$ cat src/hw/rtl/sga_ram.sv
// generic single write port ram with one registered read port
// no dependencies
`timescale 1ns / 1ps

module sga_ram #(
	parameter int WIDTH = 8,
	parameter int DEPTH = 128
) (
	input  logic                     clk,
	input  logic                     we,
	input  logic [$clog2(DEPTH)-1:0] waddr,
	input  logic [WIDTH-1:0]         wdata,
	input  logic [$clog2(DEPTH)-1:0] raddr,
	output logic [WIDTH-1:0]         rdata
);

	logic [WIDTH-1:0] mem_q [DEPTH];

	always_ff @(posedge clk) begin
		if (we) begin
			mem_q[waddr] <= wdata;
		end
		rdata <= mem_q[raddr];
	end

endmodule

$ cat config.mk
export PLATFORM = sky130hd
export DESIGN_NAME = sga_ram
export DESIGN_NICKNAME = d
export VERILOG_FILES = /design/src/hw/rtl/sga_ram.sv
export SDC_FILE = /design/constraint.sdc
export NUM_CORES = 1
export LEC_CHECK = 0
export ABC_AREA = 1
export BUFFER_PORTS_ARGS = -buffer_cell sky130_fd_sc_hd__buf_4
export CORE_ASPECT_RATIO = 1.5
export CORE_MARGIN = 4
export CORE_UTILIZATION = 35
export DETAILED_ROUTE_END_ITERATION = 8
export PLACE_DENSITY_LB_ADDON = 0.2
export SLEW_MARGIN = 10
export SYNTH_ARGS = -nofsm -noshare
export SYNTH_HDL_FRONTEND = slang
export SYNTH_SLANG_ARGS = --single-unit
$ cat constraint.sdc
create_clock -name clk -period 2.1 [get_ports clk]
set_clock_uncertainty 0.15 [all_clocks]
set_input_delay 0.21 -clock clk [delete_from_list [all_inputs] [get_ports clk]]
set_output_delay 0.21 -clock clk [all_outputs]
set_load 0.05 [all_outputs]
After elaboration in Yosys (flattened, before gate mapping)
Memories as Yosys holds them, arrays and structs flattened. A register that Yosys moved wholly into a read port is not among the register bits.
Cells that the tools add are included.
Cells by class
  mux-type cells: 2
Operators with widths (count)
  1-bit 2-to-1 mux: 2
Storage, ports and cells
  bits in registers: 0
  bits in writable memories: 1024
  bits of input ports: 24
  output and inout bits: 8
  memories: 1
Memory list
  mem_q: words 128, width 8, read ports 1, clocked after memory_dff 1, write ports 1, RTL line 17  | logic [WIDTH-1:0] mem_q [DEPTH];

Depth between registers and ports, before layout
  word-level depth: 2
  gate-level depth with buffers: 14

Least setup slack after synthesis
Ideal clock, no wire load.
  path kind: input to register
  from: input we
  to: memory mem_q[105][0], enable pin
  setup time: 370 ps
  arrival time: 1196 ps
  data required time: 1580 ps
  slack: 384 ps
  cell stages on the path: 4
  cells stage by stage: clkbuf_1 nand2_1 clkbuf_1 nor2_1
On the way
  longest elaborated chain between the ends: 2
RTL lines
  start: declaration: RTL line 10  | input logic we,
  1-bit 2-to-1 mux: RTL line 20  | if (we) begin
  1-bit 2-to-1 mux (implied by the code): RTL line 21  | mem_q[waddr] <= wdata;
  end: declaration: RTL line 17
No other way between the ends.

==> qor.csv <==
metric;value;unit
status;finished, final reports clean;
Post-CTS Setup Bufs;0;
crit path capture type;flop;
register area share after synthesis;73.4;%
Synth warnings;0;
Remaining Overflow, GRT;0;
clk slew on worst S/H paths;70;ps
full die area;126000;um^2
final setup violating endpoints;0;
Via Count;27700;
first-pass GRT wire length;184;mm
Die Height;433;um
most used flip-flop cell after synthesis;edfxtp_1;
Mapped Cells;3575;
Hold Slack;84.7;ps
most frequent cell after synthesis;nand2_1;
synthesized flop and latch total;1032;
area fraction of the dominant cell type after synthesis;73.0;%
Sink Count;1032;
Pwr per Cell Area;868;nW/um^2
clock buffer count from CTS;97;
Final Util;41.6;%
startpoint types;primary input;
Avg Cell Area, Syn;11.8;um^2
DRC Markers;0;
routed len/inst;23.0;um
Most Crowded Layer GR;met2;
Setup CP Type;in2reg;
routability cong.;0.893;
Root Driver;clkbuf_16;
largest net degree at the start of global routing;53;
antenna violations before repair;2;
Slew headroom;47.8;%
crit path from;raddr[5];
switching share of total power;22.9;%
row count;155;
met3 usage;2.79;%
vias in the first global route;27700;
post-synth cell types;14;
R2R Path Start;mem_q[119][4];
worst ir drop on vdd;0.599;mV
Psw;0.00988;W
met2 GRT Util;35.5;%
Post-synth EDFFs;1024;
R2R depth;10;
max-slew violations;0;
unrepaired setup endpoints after global routing;false;
area delta synth->final;18.0;%
Mapped Area;42100;um^2
gr usage total;19.7;%
clock latency on the worst-skew pair;690;ps
Max Buffers Root-to-Sink;3;
Lkg Pwr;17.9;nW
final period utilization;90.8;%
H-tree levels;3;
worst-margin pin slew;782;ps
CTS tree;done;
sequential power share;52.8;%
detailed-router iteration count before antenna repair;6;
max cap viols;0;
Syn Nets;3599;
fraction of registers with async set/reset;0;%
r2r setup slk;360;ps
Final min period;1910;ps
initial DRC count;2105;
CP arrival;2390;ps
area leader, netlist;edfxtp_1;
Antenna Nets Post-Route;0;
final WL;126;mm
final hold violations;0;
CP required;2590;ps
NumNets Final;3852;
initial cell density of the core;35.3;%
io pins;32;
Port Buffer Count;31;
top cells by count, synth;1215 x nand2_1, 1024 x edfxtp_1, 931 x nand3_1, 134 x nor2_1, 121 x buf_2;
Vias per Instance;5.07;
min-delay src;waddr[0];
core area;119000;um^2
Internal;0.0332;W
CP Max Fanout;17;
combinational power share;7.7;%
Worst Setup EP;rdata[7];
met1 usage;23.2;%
hpwl dp;82.1;mm
critical register-to-register path endpoint;rdata[4];
worst min path class;in2reg;
Area contributors post-synth;edfxtp_1 73%, nand3_1 11%, nand2_1 11%;
layout cells sized above 1;12.9;%
Max Clock Freq;0.524;GHz
Die X;291;um
clock power share;39.6;%
[state kept, by name, summed over array words and instances, names as in the netlist]
signal,count
rdata,8
mem_q,1024
[critical path, cell delays in order]
cell and delay, ps:
dlygate4sd3_1 560, buf_4 240, inv_1 610, nand3_1 340
nand2_1 220, nand2_1 110, nand2_1 90
[worst min-delay path by stage]
stage / cells past startpoint / endpoint
detailed placement: 1 / mem_q[27][6]
finish: 5 / mem_q[126][5]
global route: 5 / mem_q[126][5]
CTS: 5 / mem_q[98][6]
floorplan: 0 / mem_q[0][0]
global placement: 1 / mem_q[26][6]
[cell usage in the layout, fill, tap and decap left out, types with 12 or more instances in the layout]
cell type / netlist / final
nand2_1: 1215 / 1215
edfxtp_1: 1024 / 1024
nand3_1: 931 / 931
buf_4: 40 / 289
nor2_1: 134 / 134
clkbuf_16: 0 / 101
buf_12: 0 / 75
clkbuf_1: 34 / 25
clkinv_1: 0 / 22
inv_1: 21 / 20
clkinv_2: 0 / 13
dlygate4sd3_1: 0 / 12
[per-layer routing]
layer / share of wire, % / up-vias
li1: - / 13100
met2: 52 / 700
met1: 39 / 13700
met5: 0 / -
met4: 4.6 / 0
met3: 4.5 / 225
[power by group through the flow]
stage / clock network [W] / logic (W) / registers (W)
floorplan: 0 / 0.00150 / 0.0233
global placement: 0 / 0.00331 / 0.0232
detailed placement: 0 / 0.00331 / 0.0232
CTS: 0.0174 / 0.00334 / 0.0228
global route: 0.0183 / 0.00356 / 0.0227
finish: 0.0171 / 0.00330 / 0.0228
[cells by family after synthesis]
kind of cell           share of synthesized area [%]
buffers and inverters                           3.40
AND/OR/NAND/NOR                                 23.2
flip-flops                                      73.4
[metrics by stage]
step / instances / instance area, um^2 / TNS (ps) / setup slack, ps / total power, W
finish: 5476 / 49700 / 0 / 192 / 0.0431
global route: 5474 / 49700 / 0 / 88.4 / 0.0446
CTS: 5474 / 49700 / 0 / 143 / 0.0435
detailed placement: 5287 / 46500 / -1340 / -289 / 0.0265
floorplan: 3575 / 42100 / 0 / 384 / 0.0248
global placement: 5287 / 46500 / -1360 / -308 / 0.0265
[final cells by class]
| cell class | count | area [um^2] |
|---|---|---|
| repair buffers | 385 | 3900 |
| fillers | 11300 | 69600 |
| multi-input cells | 2288 | 9760 |
| diodes | 2 | 5.00 |
| inverters | 24 | 116 |
| clock buffers | 126 | 2620 |
| flip-flops and latches | 1032 | 30900 |
| clock inverters | 49 | 393 |
| well taps | 1570 | 1960 |
[timing repair]
| action | 4_1_cts | 5_1_grt |
|---|---|---|
| hold endpoints to repair | 605 | 0 |
| hold buffers | 12 | 0 |
| gates resized for setup | 0 | 0 |
No activity file was read; power rests on OpenSTA's default activity.
